**src/design/ogcm_pkg.sv**
```systemverilog
`timescale 1ns / 1ps
// ----------------------------------------------------------------------------
// ogcm_pkg
// Shared types, constants and helpers for the occupancy grid coarse map update.
// ----------------------------------------------------------------------------
package ogcm_pkg;

   localparam int FINE_WIDTH_DEF  = 96;
   localparam int FINE_HEIGHT_DEF = 96;

   localparam int COORD_W  = 7;   // fine coordinate width
   localparam int CRS_W    = 6;   // coarse coordinate width
   localparam int WROW_W   = 8;   // fine row index in the window scan
   localparam int CELL_W   = 8;
   localparam int COUNT_W  = 4;

   localparam logic [CELL_W-1:0] WALL_VAL  = 8'd255;
   localparam logic [CELL_W-1:0] FREED_VAL = 8'd254;

   typedef enum logic {
      CMD_SET   = 1'b0,
      CMD_CLEAR = 1'b1
   } req_cmd_type;

   typedef enum logic [1:0] {
      ST_CHANGED = 2'd0,
      ST_SAME    = 2'd1,
      ST_OUTSIDE = 2'd2
   } rsp_status_type;

   typedef enum logic [2:0] {
      S_INIT,
      S_IDLE,
      S_FRD,
      S_FCHK,
      S_WIN,
      S_CRD,
      S_CWR,
      S_RESP
   } ctl_state_type;

   typedef struct packed {
      logic           init_step;
      logic           capture;
      logic           fine_rd;
      logic           fine_wr;
      logic           win_init;
      logic           win_step;
      logic           crs_rd;
      logic           crs_wr;
      logic           crow_sel;
      logic           status_ld;
      rsp_status_type status_code;
      logic           rsp_load;
   } ogcm_cmd_type;

   typedef struct packed {
      logic init_done;
      logic in_grid;
      logic bit_same;
      logic is_set;
      logic win_done;
      logic row1_valid;
      logic rsp_busy;
   } ogcm_sts_type;

   // floor(v / 3) for a fine coordinate
   function automatic logic [CRS_W-1:0] div3(input logic [COORD_W-1:0] v);
      logic [15:0] prod;
      prod = {9'b0, v} * 16'd171;
      return prod[14:9];
   endfunction

   function automatic logic [7:0] times3(input logic [CRS_W-1:0] c);
      return {2'b00, c} + {1'b0, c, 1'b0};
   endfunction

endpackage

```
**src/design/ogcm_ctrl.sv**
```systemverilog
`timescale 1ns / 1ps
// ----------------------------------------------------------------------------
// ogcm_ctrl
// Sequencer: memory clear pass, fine pixel update, window scan, coarse update.
// ----------------------------------------------------------------------------
module ogcm_ctrl
   import ogcm_pkg::*;
(
   input  logic         clock,
   input  logic         reset,
   input  logic         req_valid,
   output logic         req_ready,
   input  ogcm_sts_type sts,
   output ogcm_cmd_type cmd
);

   ctl_state_type state_ff, state_in;
   logic          row_sel_ff, row_sel_in;

   always_ff @(posedge clock) begin
      if (reset) begin
         state_ff   <= S_INIT;
         row_sel_ff <= 1'b0;
      end else begin
         state_ff   <= state_in;
         row_sel_ff <= row_sel_in;
      end
   end

   always_comb begin
      state_in       = state_ff;
      row_sel_in     = row_sel_ff;
      cmd            = '0;
      cmd.crow_sel   = row_sel_ff;
      req_ready      = 1'b0;
      unique case (state_ff)
         S_INIT: begin
            cmd.init_step = 1'b1;
            if (sts.init_done) begin
               state_in = S_IDLE;
            end
         end
         S_IDLE: begin
            req_ready   = 1'b1;
            cmd.capture = req_valid;
            row_sel_in  = 1'b0;
            if (req_valid) begin
               state_in = S_FRD;
            end
         end
         S_FRD: begin
            if (!sts.in_grid) begin
               cmd.status_ld   = 1'b1;
               cmd.status_code = ST_OUTSIDE;
               state_in        = S_RESP;
            end else begin
               cmd.fine_rd = 1'b1;
               state_in    = S_FCHK;
            end
         end
         S_FCHK: begin
            cmd.status_ld = 1'b1;
            if (sts.bit_same) begin
               cmd.status_code = ST_SAME;
               state_in        = S_RESP;
            end else begin
               cmd.status_code = ST_CHANGED;
               cmd.fine_wr     = 1'b1;
               if (sts.is_set) begin
                  state_in = S_CRD;
               end else begin
                  cmd.win_init = 1'b1;
                  state_in     = S_WIN;
               end
            end
         end
         S_WIN: begin
            cmd.win_step = 1'b1;
            if (sts.win_done) begin
               state_in = S_CRD;
            end
         end
         S_CRD: begin
            cmd.crs_rd = 1'b1;
            state_in   = S_CWR;
         end
         S_CWR: begin
            cmd.crs_wr = 1'b1;
            if (!row_sel_ff && sts.row1_valid) begin
               row_sel_in = 1'b1;
               state_in   = S_CRD;
            end else begin
               state_in = S_RESP;
            end
         end
         S_RESP: begin
            if (!sts.rsp_busy) begin
               cmd.rsp_load = 1'b1;
               state_in     = S_IDLE;
            end
         end
         default: begin
            state_in = S_INIT;
         end
      endcase
   end

endmodule

```
**config.mk**
```make
export PLATFORM = sky130hd
export DESIGN_NAME = ogcm_ctrl
export DESIGN_NICKNAME = d
export VERILOG_FILES = /design/src/design/ogcm_pkg.sv /design/src/design/ogcm_ctrl.sv
export SDC_FILE = /design/constraint.sdc
export NUM_CORES = 1
export LEC_CHECK = 0
export BUFFER_PORTS_ARGS = -buffer_cell sky130_fd_sc_hd__buf_2
export CORE_AREA = 2 2 39 41
export DETAILED_ROUTE_END_ITERATION = 12
export DIE_AREA = 0 0 41 43
export SYNTH_ARGS = -nofsm -noshare
export SYNTH_HDL_FRONTEND = slang
export SYNTH_SLANG_ARGS = --single-unit
```
**constraint.sdc**
```tcl
create_clock -name clock -period 2.3 [get_ports clock]
set_clock_uncertainty 0.05 [all_clocks]
set_input_delay 0.23 -clock clock [delete_from_list [all_inputs] [get_ports clock]]
set_output_delay 0.23 -clock clock [all_outputs]
set_load 0.02 [all_outputs]
```
* Word level (Yosys, flattened, before mapping) *
Index checks and enable logic that the tools add are counted.

cells by class
  muxes and demuxes = 27
  reduce and logical (&&, ||, !) cells = 6
  equality and inequality tests = 12

operator list
  operator                                                          count
  3-bit one-hot mux with 8 select lines                             1
  3-bit 2-to-1 mux                                                  7
  1-bit 2-to-1 mux                                                  14
  3-bit == test (second input constant)                             4
  2-bit != test (second input constant)                             5
  3-bit by 2-bit == test with 1-bit output (second input constant)  2
  2-bit 2-to-1 mux                                                  3
  3-bit one-hot mux with 2 select lines                             1
  4-bit AND reduction                                               1
  3-bit by 1-bit == test with 1-bit output (second input constant)  1
  3-bit logical NOT                                                 1
  1-bit one-hot mux with 2 select lines                             1
  2-bit AND reduction                                               1
  2-bit nonzero test                                                1
  1-bit logical AND                                                 1
  1-bit logical NOT                                                 1

word-level totals
  output and inout bits = 14
  register bits after elaboration = 4

* Longest topological paths before layout *
Gate-level depths: netlist of run 1.

  depth after elaboration = 4
  mapped depth = 5

* Worst setup path after synthesis of run 1 *
No wires, ideal clock.

  path type = reg2out
  from = reg state_ff[1]
  to = out cmd[8] in the netlist's numbering
  arrival = 1,265 ps
  cell stages (with the launch flop) = 4
  path buffers = 1
  path slack = 755 ps
  cell sequence = dfxtp_1 > buf_4 > nand2_1 > nor4_1

RTL lines
  item                      RTL line         text
  start: declaration        ogcm_ctrl.sv:17  ctl_state_type state_ff, state_in;
  start signal: assignment  ogcm_ctrl.sv:25  state_ff <= state_in;
  end: declaration          ogcm_ctrl.sv:14  output ogcm_cmd_type cmd

==> results of run 1 <==
## final timing paths
check                      to  cells past startpoint         from  slack, ns
setup / recovery       cmd[0]                      3  state_ff[2]       0.56
hold / removal    state_ff[0]                      2        reset       0.17
setup reg to reg  state_ff[1]                      3  state_ff[2]       0.94
hold reg to reg    row_sel_ff                      3   row_sel_ff       0.57
## metrics by stage
| stage | power (mW) | std cells | hold WS [ns] |
|---|---|---|---|
| after floorplan | 0.160 | 45 | 0.246 |
| after global placement | 0.182 | 78 | 0.403 |
| after detailed placement | 0.182 | 78 | 0.400 |
| after CTS | 0.273 | 81 | 0.151 |
| after global routing | 0.291 | 81 | 0.155 |
| final | 0.269 | 81 | 0.165 |
## synthesized netlist by cell type, drive strengths merged
cell type and count:
buf 6, nor3 6, dfxtp 4, nor2 4, nand2 3, nor3b 3
a21oi 2, a31oi 2, nand2b 2, o21ai 2, a221oi 1, and2 1
inv 1, mux2 1, mux2i 1, nand3 1, nor2b 1, nor4 1
o211ai 1, o32ai 1, or3 1
## cells by family (layout without fill, tap and decap cells)
| logic type | after synthesis | in the layout |
|---|---|---|
| and+or+nand+nor | 23 | 23 |
| AOI/OAI and AO/OA | 9 | 9 |
| buffers and inverters | 7 | 27 |
| DFF | 4 | 4 |
| muxes | 2 | 2 |
## metal layers
| layer | global-route usage | share of wire | up-vias |
|---|---|---|---|
| met5 | 0 | 0 | - |
| met4 | 0.0800 | 0 | 0 |
| met3 | 0.0314 | 0.066 | 0 |
| met2 | 0.188 | 0.53 | 12 |
| met1 | 0.135 | 0.40 | 183 |
| li1 | - | - | 201 |
## state kept, by name (all words and copies together), names as in the netlist
name,flops
row_sel_ff,1
state_ff,3
## power by group through the flow
stage	combinational (mW)	sequential, mW	clock, mW
after CTS	0.0850	0.0964	0.0920
after global placement	0.0844	0.0972	0
after floorplan	0.0798	0.0805	0
after global routing	0.0917	0.0992	0.0998
final	0.0842	0.0960	0.0887
after detailed placement	0.0847	0.0976	0
## layout make-up
cell class,instances,area (um^2)
Inverter,1,3.75
Timing Repair Buffer,23,115
Clock buffer,3,22.5
Multi-Input combinational cell,34,221
Tap cell,16,20.0
Sequential cell,4,80.1
Fill cell,169,921
==> impl_metrics.prom, run 1 <==
# TYPE chip_impl_metric gauge
chip_impl_metric{name="ys_ff_latch",unit=""} 4
chip_impl_metric{name="num_rows",unit=""} 14
chip_impl_metric{name="cts.repair_timing.setup_buffer_count",unit=""} 0
chip_impl_metric{name="synthAdderAreaFrac",unit=""} 0
chip_impl_info{name="timing.critical_path.to_type",value="primary output"} 1
chip_impl_metric{name="netSwitchingPower",unit="uW"} 98.7
chip_impl_info{name="clock_tree_root_buffer_cell",value="sky130_fd_sc_hd__clkbuf_4"} 1
chip_impl_metric{name="dieHeight",unit="um"} 43
chip_impl_metric{name="cellPowerDensity",unit="mW/mm^2"} 581
chip_impl_metric{name="switching_share",unit=""} 0.367
chip_impl_metric{name="synth.area.mux_share",unit=""} 0.0599
chip_impl_info{name="rsz0062_at_grt",value="no"} 1
chip_impl_info{name="worst_path_dominant_cell_family",value="flip-flops"} 1
chip_impl_metric{name="area_share_of_the_largest_cell_type_after_synthesis",unit=""} 0.225
chip_impl_metric{name="clock_path_buffers",unit=""} 2
chip_impl_metric{name="dieWidth",unit="um"} 41
chip_impl_info{name="critical_path.cell_chain",value="nand2_1 -> nor3_1 -> buf_2"} 1
chip_impl_metric{name="critical_path_peak_fanout",unit=""} 16
chip_impl_metric{name="numPortBuffers",unit=""} 23
chip_impl_metric{name="grt_max_degree",unit=""} 17
chip_impl_metric{name="slew_headroom",unit=""} 0.650
chip_impl_metric{name="average_instance_area_after_synthesis",unit="um^2"} 7.90
chip_impl_metric{name="fin_nets",unit=""} 77
chip_impl_metric{name="worst_ir_drop_vdd",unit="uV"} 172
chip_impl_metric{name="post_cts_resized",unit=""} 0
chip_impl_metric{name="clkPwrFrac",unit=""} 0.330
chip_impl_metric{name="detailedPlacementHpwl",unit="um"} 681
chip_impl_metric{name="final_max_slew_viol_count",unit=""} 0
chip_impl_info{name="worst_setup_path_start_kind",value="flop"} 1
chip_impl_metric{name="route.final.wire_length",unit="um"} 875
chip_impl_metric{name="p_int",unit="uW"} 170
chip_impl_metric{name="grt_pass1_vias",unit=""} 359
chip_impl_metric{name="timing.final.crit_share",unit=""} 0.755
chip_impl_metric{name="placeableCoreArea",unit="mm^2"} 0.00138
chip_impl_metric{name="synthToLayoutAreaGrowth",unit="%"} 30.3
chip_impl_metric{name="grt_antenna_before_repair",unit=""} 0
chip_impl_metric{name="sequentialPowerShare",unit=""} 0.357
chip_impl_metric{name="routed_via_count_divided_by_cell_count",unit=""} 4.89
chip_impl_info{name="tritoncts",value="done"} 1
chip_impl_metric{name="yosys.cell_types.count",unit=""} 25
chip_impl_metric{name="post_drt_wl_per_cell",unit="um"} 10.8
chip_impl_metric{name="fin_util",unit=""} 0.335
chip_impl_metric{name="number_of_setup_violations_in_the_final_report",unit=""} 0
chip_impl_metric{name="initial_cell_density_of_the_core",unit=""} 0.257
chip_impl_metric{name="tns",unit="ns"} 0
chip_impl_metric{name="worst_ep_required_time",unit="ns"} 2.02
chip_impl_metric{name="track_usage",unit=""} 0.120
chip_impl_info{name="largest_family_of_logic_cells_by_synthesized_area",value="simple AND/OR/NAND/NOR gates"} 1
chip_impl_metric{name="number_of_sinks_driven_by_the_clock_tree",unit=""} 4
chip_impl_metric{name="post_synth_instance_area",unit="um^2"} 355
chip_impl_info{name="run_status",value="complete, no violations"} 1
chip_impl_info{name="cell_type_of_the_slowest_stage_on_the_worst_timing_path",value="sky130_fd_sc_hd__dfxtp_1"} 1
chip_impl_metric{name="combPwrFrac",unit=""} 0.313
chip_impl_metric{name="cts-buffers-inserted",unit=""} 3
chip_impl_metric{name="htree_num_levels",unit=""} 1
chip_impl_metric{name="synth_fp_nets",unit=""} 55
chip_impl_metric{name="holdBufCountCts",unit=""} 0
chip_impl_metric{name="yosys_warnings",unit=""} 0
chip_impl_metric{name="n_antenna_cell",unit=""} 0
chip_impl_metric{name="cp.arrival",unit="ns"} 1.46
chip_impl_metric{name="pre_cts_slack",unit="ns"} 0.783
chip_impl_metric{name="period_needed",unit="ns"} 1.74
chip_impl_metric{name="clock_latency_at_the_later_pin_of_the_worst_skew_pair",unit="ns"} 0.23
chip_impl_metric{name="synth_compound_area_frac",unit=""} 0.201
chip_impl_metric{name="clkTransAtPathRegs",unit="ns"} 0.04
chip_impl_metric{name="placedInstanceArea",unit="um^2"} 440
chip_impl_metric{name="layout-drive-gt1-share",unit=""} 0.477
chip_impl_metric{name="firstDrtPassIters",unit=""} 4
chip_impl_info{name="netlist_top_cells_area",value="sky130_fd_sc_hd__dfxtp_1 (23%), sky130_fd_sc_hd__nor3_1 (7.0%), sky130_fd_sc_hd__buf_4 (6.3%)"} 1
chip_impl_metric{name="tightestPinTransition",unit="ns"} 0.524
chip_impl_metric{name="ant_nets",unit=""} 0
chip_impl_metric{name="design.portCount",unit=""} 24
chip_impl_metric{name="gpl.final_weighted_congestion",unit=""} 0.734
chip_impl_metric{name="synthXorXnorAreaFrac",unit=""} 0
chip_impl_info{name="worst_setup_path_type",value="flop to primary output"} 1
chip_impl_metric{name="dr_total_vias",unit=""} 396
chip_impl_metric{name="dr.first_iter.drc_count",unit=""} 6
chip_impl_info{name="synth_largest_area_cell",value="sky130_fd_sc_hd__dfxtp_1"} 1
chip_impl_metric{name="design_area",unit="um^2"} 463
chip_impl_metric{name="grt_first_pass_wirelength",unit="um"} 1440
chip_impl_metric{name="overflow",unit=""} 0
chip_impl_metric{name="design.die.area",unit="mm^2"} 0.00176
chip_impl_metric{name="drc",unit=""} 0
chip_impl_metric{name="synthCells",unit=""} 45
chip_impl_metric{name="static-leakage-power",unit="nW"} 0.212
chip_impl_metric{name="max_clock_freq",unit="GHz"} 0.576
chip_impl_metric{name="layout_setup_ws",unit="ns"} 0.562
chip_impl_metric{name="ys_seq_area_frac",unit=""} 0.225
chip_impl_metric{name="max_cap_viols",unit=""} 0
chip_impl_metric{name="fin_hold_viols",unit=""} 0
chip_impl_info{name="most_frequent_cells_in_the_layout",value="sky130_fd_sc_hd__buf_2 (23), sky130_fd_sc_hd__nor3_1 (5), sky130_fd_sc_hd__dfxtp_1 (4)"} 1
chip_impl_metric{name="cpPeakStageDelay",unit="ns"} 0.64
chip_impl_metric{name="critical_path.n_buffers_inverters",unit=""} 1
chip_impl_info{name="layout.cells.most_common",value="sky130_fd_sc_hd__buf_2"} 1
chip_impl_metric{name="yosys.area_share.simple",unit=""} 0.363
chip_impl_info{name="hold_path.class",value="primary input to flop"} 1
Power figures use the tool's default switching activity.
==> run 2, diff against run 1 <==
==> constraint.sdc (replaced) <==
create_clock -name clock -period 1.55 [get_ports clock]
set_clock_uncertainty 0.05 [all_clocks]
set_input_delay 0.155 -clock clock [delete_from_list [all_inputs] [get_ports clock]]
set_output_delay 0.155 -clock clock [all_outputs]
set_load 0.02 [all_outputs]
==> impl_metrics.prom, run 2 (synthesis gave the netlist of run 1 again) <==
# TYPE chip_impl_metric gauge
chip_impl_info{name="run_status",value="complete, no violations"} 1
chip_impl_metric{name="placedInstanceArea",unit="um^2"} 455
chip_impl_metric{name="gpl.final_weighted_congestion",unit=""} 0.714
chip_impl_metric{name="cellPowerDensity",unit="mW/mm^2"} 849
chip_impl_metric{name="layout-drive-gt1-share",unit=""} 0.522
chip_impl_metric{name="initial_cell_density_of_the_core",unit=""} 0.257
chip_impl_metric{name="design_area",unit="um^2"} 483
chip_impl_metric{name="number_of_sinks_driven_by_the_clock_tree",unit=""} 4
chip_impl_metric{name="critical_path_peak_fanout",unit=""} 11
chip_impl_info{name="largest_register",value="state_ff"} 1
chip_impl_metric{name="clkPwrFrac",unit=""} 0.322
chip_impl_metric{name="overflow",unit=""} 0
chip_impl_metric{name="clock_path_buffers",unit=""} 2
chip_impl_metric{name="cts-buffers-inserted",unit=""} 3
chip_impl_metric{name="netSwitchingPower",unit="uW"} 149
chip_impl_metric{name="drc",unit=""} 0
chip_impl_metric{name="detailedPlacementHpwl",unit="um"} 685
chip_impl_info{name="hold_path.class",value="primary input to flop"} 1
chip_impl_metric{name="ff2ff_path_depth",unit=""} 3
chip_impl_metric{name="post_drt_wl_per_cell",unit="um"} 10.5
chip_impl_metric{name="fin_hold_ws",unit="ns"} 0.0819
chip_impl_metric{name="cts.repair_timing.setup_buffer_count",unit=""} 0
chip_impl_metric{name="grt_pass1_vias",unit=""} 347
chip_impl_metric{name="clkTransAtPathRegs",unit="ns"} 0.04
chip_impl_metric{name="design.die.area",unit="mm^2"} 0.00176
chip_impl_metric{name="largest_register_ffs",unit=""} 3
chip_impl_info{name="layout.cells.most_common",value="sky130_fd_sc_hd__buf_2"} 1
chip_impl_metric{name="max_clock_freq",unit="GHz"} 0.721
chip_impl_info{name="clock_tree_root_buffer_cell",value="sky130_fd_sc_hd__clkbuf_4"} 1
chip_impl_metric{name="htree_num_levels",unit=""} 1
chip_impl_info{name="worst_setup_path_type",value="flop to primary output"} 1
chip_impl_metric{name="placeableCoreArea",unit="mm^2"} 0.00138
chip_impl_metric{name="switching_share",unit=""} 0.364
chip_impl_metric{name="period_needed",unit="ns"} 1.39
chip_impl_metric{name="met3_usage",unit=""} 0.0157
chip_impl_metric{name="grt_antenna_before_repair",unit=""} 0
chip_impl_metric{name="grt_max_degree",unit=""} 17
chip_impl_metric{name="fillCellCount",unit=""} 154
chip_impl_metric{name="dieHeight",unit="um"} 43
chip_impl_metric{name="regArea",unit="um^2"} 85.1
chip_impl_metric{name="slew_headroom",unit=""} 0.848
chip_impl_metric{name="synthToLayoutAreaGrowth",unit="%"} 35.9
chip_impl_metric{name="ant_nets",unit=""} 0
chip_impl_metric{name="tns",unit="ns"} 0
chip_impl_info{name="most_frequent_cells_in_the_layout",value="sky130_fd_sc_hd__buf_2 (23), sky130_fd_sc_hd__nor3_1 (5)"} 1
chip_impl_metric{name="fin_hold_viols",unit=""} 0
chip_impl_metric{name="firstDrtPassIters",unit=""} 3
chip_impl_metric{name="p_int",unit="uW"} 261
chip_impl_metric{name="grt_util_met1",unit=""} 0.154
chip_impl_metric{name="dieWidth",unit="um"} 41
chip_impl_info{name="reg_top3",value="state_ff (3), row_sel_ff (1)"} 1
chip_impl_info{name="tritoncts",value="done"} 1
chip_impl_metric{name="worst_ir_drop_vdd",unit="uV"} 286
chip_impl_metric{name="sequentialPowerShare",unit=""} 0.325
chip_impl_metric{name="cp.arrival",unit="ns"} 1.18
chip_impl_metric{name="tightestPinTransition",unit="ns"} 0.228
chip_impl_metric{name="dr_total_vias",unit=""} 394
chip_impl_metric{name="track_usage",unit=""} 0.114
chip_impl_metric{name="num_rows",unit=""} 14
chip_impl_metric{name="final_max_slew_viol_count",unit=""} 0
chip_impl_metric{name="timing.final.crit_share",unit=""} 0.895
chip_impl_metric{name="dr.first_iter.drc_count",unit=""} 5
chip_impl_metric{name="combPwrFrac",unit=""} 0.353
chip_impl_metric{name="fin_nets",unit=""} 79
chip_impl_metric{name="fin_util",unit=""} 0.349
chip_impl_metric{name="route.final.wire_length",unit="um"} 868
chip_impl_metric{name="n_antenna_cell",unit=""} 0
chip_impl_metric{name="max_cap_viols",unit=""} 0
chip_impl_info{name="worst_setup_path_start_kind",value="flop"} 1
chip_impl_metric{name="numPortBuffers",unit=""} 23
chip_impl_metric{name="grt.met2_usage",unit=""} 0.169
chip_impl_info{name="rsz0062_at_grt",value="no"} 1
chip_impl_metric{name="multi_input_comb_area",unit="um^2"} 221
chip_impl_metric{name="worst_ep_required_time",unit="ns"} 1.34
chip_impl_info{name="busiest_layer",value="met2"} 1
chip_impl_metric{name="static-leakage-power",unit="nW"} 0.224
chip_impl_info{name="timing.critical_path.to_type",value="primary output"} 1
chip_impl_metric{name="grt_first_pass_wirelength",unit="um"} 1420
chip_impl_metric{name="routed_via_count_divided_by_cell_count",unit=""} 4.75
chip_impl_metric{name="design.portCount",unit=""} 24
chip_impl_metric{name="clock_latency_at_the_later_pin_of_the_worst_skew_pair",unit="ns"} 0.24
chip_impl_metric{name="hold_path_depth",unit=""} 2
chip_impl_metric{name="number_of_setup_violations_in_the_final_report",unit=""} 0
## run 2: cell count changes in the layout (fill, tap and decap cells not counted)
cell / before / now
sky130_fd_sc_hd__dfxtp_1: 4 / 2
sky130_fd_sc_hd__buf_4: 0 / 2
sky130_fd_sc_hd__dfxtp_2: 0 / 1
sky130_fd_sc_hd__dfxtp_4: 0 / 1
## run 2: path summary, 6_finish.rpt
path                     from     endpoint  slack [ns]
setup / recovery  state_ff[1]      cmd[11]        0.16
hold / removal          reset  state_ff[0]        0.08
setup reg to reg  state_ff[2]  state_ff[0]        0.45
hold reg to reg   state_ff[1]  state_ff[1]        0.53
## run 2: layout make-up
cell class / count / share of cell area
Clock buffer: 3 / 0.0466
Tap cell: 16 / 0.0415
Sequential cell: 4 / 0.176
Inverter: 1 / 0.00777
Timing Repair Buffer: 25 / 0.269
Multi-Input combinational cell: 34 / 0.459
## run 2: per-layer routing
layer	vias up	wire length [um]
li1	205	-
met1	175	374
met2	12	429
met3	2	42
met4	0	22
met5	-	0
## run 2: power groups by stage
stage	clock [mW]	combinational [mW]	sequential, mW
2_1_floorplan	0	0.118	0.120
3_3_place_gp	0	0.146	0.133
3_5_place_dp	0	0.147	0.133
4_1_cts	0.139	0.147	0.132
5_1_grt	0.149	0.158	0.136
6_report	0.132	0.145	0.133
## run 2: timing repair
item                                    CTS  global route
endpoints found under the hold margin     0             0
endpoints found under the setup margin    4             6
hold buffers                              0             0
resized for setup                         1             2
## run 2: worst max-delay path: stages (launching register included)
cell,delay [ns]
sky130_fd_sc_hd__dfxtp_2,0.37
sky130_fd_sc_hd__buf_4,0.17
sky130_fd_sc_hd__nor3_2,0.11
sky130_fd_sc_hd__and2_1,0.14
sky130_fd_sc_hd__buf_2,0.15
## run 2: per-stage QoR
| step | instances | setup WS (ns) | power, mW |
|---|---|---|---|
| detailed placement | 80 | 0.174 | 0.280 |
| global route | 83 | 0.0543 | 0.443 |
| CTS | 83 | 0.0363 | 0.418 |
| finish | 83 | 0.163 | 0.410 |
| global placement | 80 | 0.206 | 0.279 |
| floorplan | 45 | 0.0800 | 0.238 |
==> run 3, diff against run 2 <==
--- a/config.mk
+++ b/config.mk
@@ -5,7 +5,7 @@
 export SDC_FILE = /design/constraint.sdc
 export NUM_CORES = 1
 export LEC_CHECK = 0
-export BUFFER_PORTS_ARGS = -buffer_cell sky130_fd_sc_hd__buf_2
+export BUFFER_PORTS_ARGS = -buffer_cell sky130_fd_sc_hd__buf_4
 export CORE_AREA = 2 2 39 41
 export DETAILED_ROUTE_END_ITERATION = 12
 export DIE_AREA = 0 0 41 43
==> impl_metrics.prom, run 3 (synthesis gave the netlist of run 1 again) <==
# TYPE chip_impl_metric gauge
chip_impl_info{name="run_status",value="complete, no violations"} 1
chip_impl_info{name="hp_start",value="reset"} 1
chip_impl_metric{name="sequentialPowerShare",unit=""} 0.308
chip_impl_metric{name="period_needed",unit="ns"} 1.40
chip_impl_metric{name="ff2ff_path_depth",unit=""} 3
chip_impl_metric{name="post_drt_wl_per_cell",unit="um"} 10.4
chip_impl_metric{name="number_of_sinks_driven_by_the_clock_tree",unit=""} 4
chip_impl_info{name="worst_setup_path_start_kind",value="flop"} 1
chip_impl_metric{name="numPortBuffers",unit=""} 23
chip_impl_metric{name="final_max_slew_viol_count",unit=""} 0
chip_impl_metric{name="fillCellCount",unit=""} 157
chip_impl_metric{name="number_of_setup_violations_in_the_final_report",unit=""} 0
chip_impl_metric{name="design.portCount",unit=""} 24
chip_impl_metric{name="dieHeight",unit="um"} 43
chip_impl_metric{name="grt_first_pass_wirelength",unit="um"} 1290
chip_impl_metric{name="dieWidth",unit="um"} 41
chip_impl_metric{name="design.die.area",unit="mm^2"} 0.00176
chip_impl_info{name="timing.critical_path.to_type",value="primary output"} 1
chip_impl_metric{name="firstDrtPassIters",unit=""} 2
chip_impl_info{name="worst_setup_path_type",value="flop to primary output"} 1
chip_impl_metric{name="gpl.final_weighted_congestion",unit=""} 0.740
chip_impl_metric{name="dr_total_vias",unit=""} 407
chip_impl_metric{name="num_rows",unit=""} 14
chip_impl_metric{name="n_antenna_cell",unit=""} 0
chip_impl_metric{name="fin_nets",unit=""} 80
chip_impl_metric{name="grt_antenna_before_repair",unit=""} 0
chip_impl_metric{name="max_cap_viols",unit=""} 0
chip_impl_metric{name="routed_via_count_divided_by_cell_count",unit=""} 4.85
chip_impl_metric{name="netSwitchingPower",unit="uW"} 147
chip_impl_metric{name="layout-drive-gt1-share",unit=""} 0.529
chip_impl_info{name="largest_register",value="state_ff"} 1
chip_impl_metric{name="dr.first_iter.drc_count",unit=""} 2
chip_impl_info{name="layout.cells.most_common",value="sky130_fd_sc_hd__buf_4"} 1
chip_impl_info{name="clock_tree_root_buffer_cell",value="sky130_fd_sc_hd__clkbuf_4"} 1
chip_impl_metric{name="htree_num_levels",unit=""} 1
chip_impl_metric{name="worst_ir_drop_vdd",unit="uV"} 257
chip_impl_metric{name="timing.final.crit_share",unit=""} 0.903
chip_impl_metric{name="initial_cell_density_of_the_core",unit=""} 0.257
chip_impl_metric{name="drc",unit=""} 0
chip_impl_metric{name="switching_share",unit=""} 0.343
chip_impl_metric{name="slew_headroom",unit=""} 0.844
chip_impl_info{name="rsz0062_at_grt",value="no"} 1
chip_impl_metric{name="synthToLayoutAreaGrowth",unit="%"} 53.5
chip_impl_metric{name="placed_cells",unit=""} 81
chip_impl_metric{name="clock_latency_at_the_later_pin_of_the_worst_skew_pair",unit="ns"} 0.23
chip_impl_info{name="most_frequent_cells_in_the_layout",value="sky130_fd_sc_hd__buf_4 (26), sky130_fd_sc_hd__nor3_1 (5)"} 1
chip_impl_metric{name="fin_hold_ws",unit="ns"} 0.0637
chip_impl_metric{name="cp.arrival",unit="ns"} 1.19
chip_impl_info{name="tritoncts",value="done"} 1
chip_impl_metric{name="combPwrFrac",unit=""} 0.394
chip_impl_info{name="hold_path_end",value="state_ff[0]"} 1
chip_impl_metric{name="tightestPinTransition",unit="ns"} 0.232
chip_impl_metric{name="hold_path_depth",unit=""} 2
chip_impl_info{name="reg_top3",value="state_ff (3), row_sel_ff (1)"} 1
chip_impl_metric{name="final-instance-count-excl-fill",unit=""} 84
chip_impl_metric{name="ant_nets",unit=""} 0
chip_impl_metric{name="largest_register_ffs",unit=""} 3
chip_impl_metric{name="static-leakage-power",unit="nW"} 0.237
chip_impl_metric{name="max_clock_freq",unit="GHz"} 0.715
chip_impl_metric{name="overflow",unit=""} 0
chip_impl_metric{name="placeableCoreArea",unit="mm^2"} 0.00138
chip_impl_metric{name="grt_pass1_vias",unit=""} 312
chip_impl_metric{name="grt_max_degree",unit=""} 14
chip_impl_metric{name="multi_input_comb_area",unit="um^2"} 221
chip_impl_info{name="hold_path.class",value="primary input to flop"} 1
chip_impl_metric{name="worst_ep_required_time",unit="ns"} 1.34
chip_impl_metric{name="cellPowerDensity",unit="mW/mm^2"} 786
chip_impl_metric{name="tns",unit="ns"} 0
chip_impl_info{name="r2r_start",value="state_ff[2]"} 1
chip_impl_metric{name="route.final.wire_length",unit="um"} 871
chip_impl_metric{name="detailedPlacementHpwl",unit="um"} 689
chip_impl_metric{name="track_usage",unit=""} 0.110
chip_impl_metric{name="cts-buffers-inserted",unit=""} 3
chip_impl_metric{name="clkPwrFrac",unit=""} 0.298
chip_impl_metric{name="regArea",unit="um^2"} 82.6
chip_impl_metric{name="fin_hold_viols",unit=""} 0
chip_impl_info{name="reg2reg_to",value="state_ff[1]"} 1
chip_impl_metric{name="r2r_slack",unit="ns"} 0.41
chip_impl_metric{name="p_int",unit="uW"} 282
chip_impl_metric{name="critical_path_peak_fanout",unit=""} 13
chip_impl_metric{name="holdBufCountCts",unit=""} 0
chip_impl_metric{name="clock_path_buffers",unit=""} 2
chip_impl_metric{name="clkTransAtPathRegs",unit="ns"} 0.04
## run 3: cell types whose count changed in the layout (fill, tap and decap cells not counted), sizes merged
cell,delta
buf,+1
## run 3: power groups by stage
stage / clock [mW] / combinational [mW] / sequential, mW
6_report: 0.128 / 0.169 / 0.132
5_1_grt: 0.143 / 0.182 / 0.135
4_1_cts: 0.134 / 0.171 / 0.131
3_5_place_dp: 0 / 0.170 / 0.132
3_3_place_gp: 0 / 0.170 / 0.132
2_1_floorplan: 0 / 0.118 / 0.120
## run 3: repair_timing
action,in CTS,in global routing
endpoints found under the hold margin,0,0
setup buffers,0,0
gates resized for setup,1,1
setup endpoints to repair,1,3
## run 3: worst max-delay path by stage
stage / from / to
after floorplan: state_ff[1] / cmd[8]
after global placement: state_ff[2] / cmd[0]
after detailed placement: state_ff[2] / cmd[0]
after CTS: state_ff[1] / cmd[11]
after global routing: state_ff[2] / cmd[0]
final: state_ff[2] / cmd[0]
## run 3: per-stage QoR
stage | power, mW | cell area, um^2 | setup slack, ns | utilization
floorplan | 0.238 | 355 | 0.0800 | -
global placement | 0.302 | 520 | 0.279 | 0.376
detailed placement | 0.302 | 520 | 0.231 | 0.376
CTS | 0.436 | 544 | 0.0342 | 0.393
global route | 0.460 | 546 | 0.00603 | 0.394
finish | 0.429 | 546 | 0.151 | 0.394
## run 3: critical path: stages (launching register included)
cell and delay, ns:
sky130_fd_sc_hd__dfxtp_2 0.46, sky130_fd_sc_hd__nand2_1 0.11, sky130_fd_sc_hd__nor3_1 0.21, sky130_fd_sc_hd__buf_4 0.19
## run 3: layout make-up
cell class | count | share of cell area
inverter | 1 | 0.00688
clock buffer | 3 | 0.0413
sequential | 4 | 0.151
tap | 16 | 0.0367
timing repair buffer | 26 | 0.358
multi-input combinational | 34 | 0.406
## run 3: routing by layer
metal	part of all wire	vias up	track usage
met4	0	0	0.0600
met2	0.51	12	0.156
met1	0.44	185	0.125
li1	-	210	-
met3	0.049	0	0.0628
met5	0	-	0
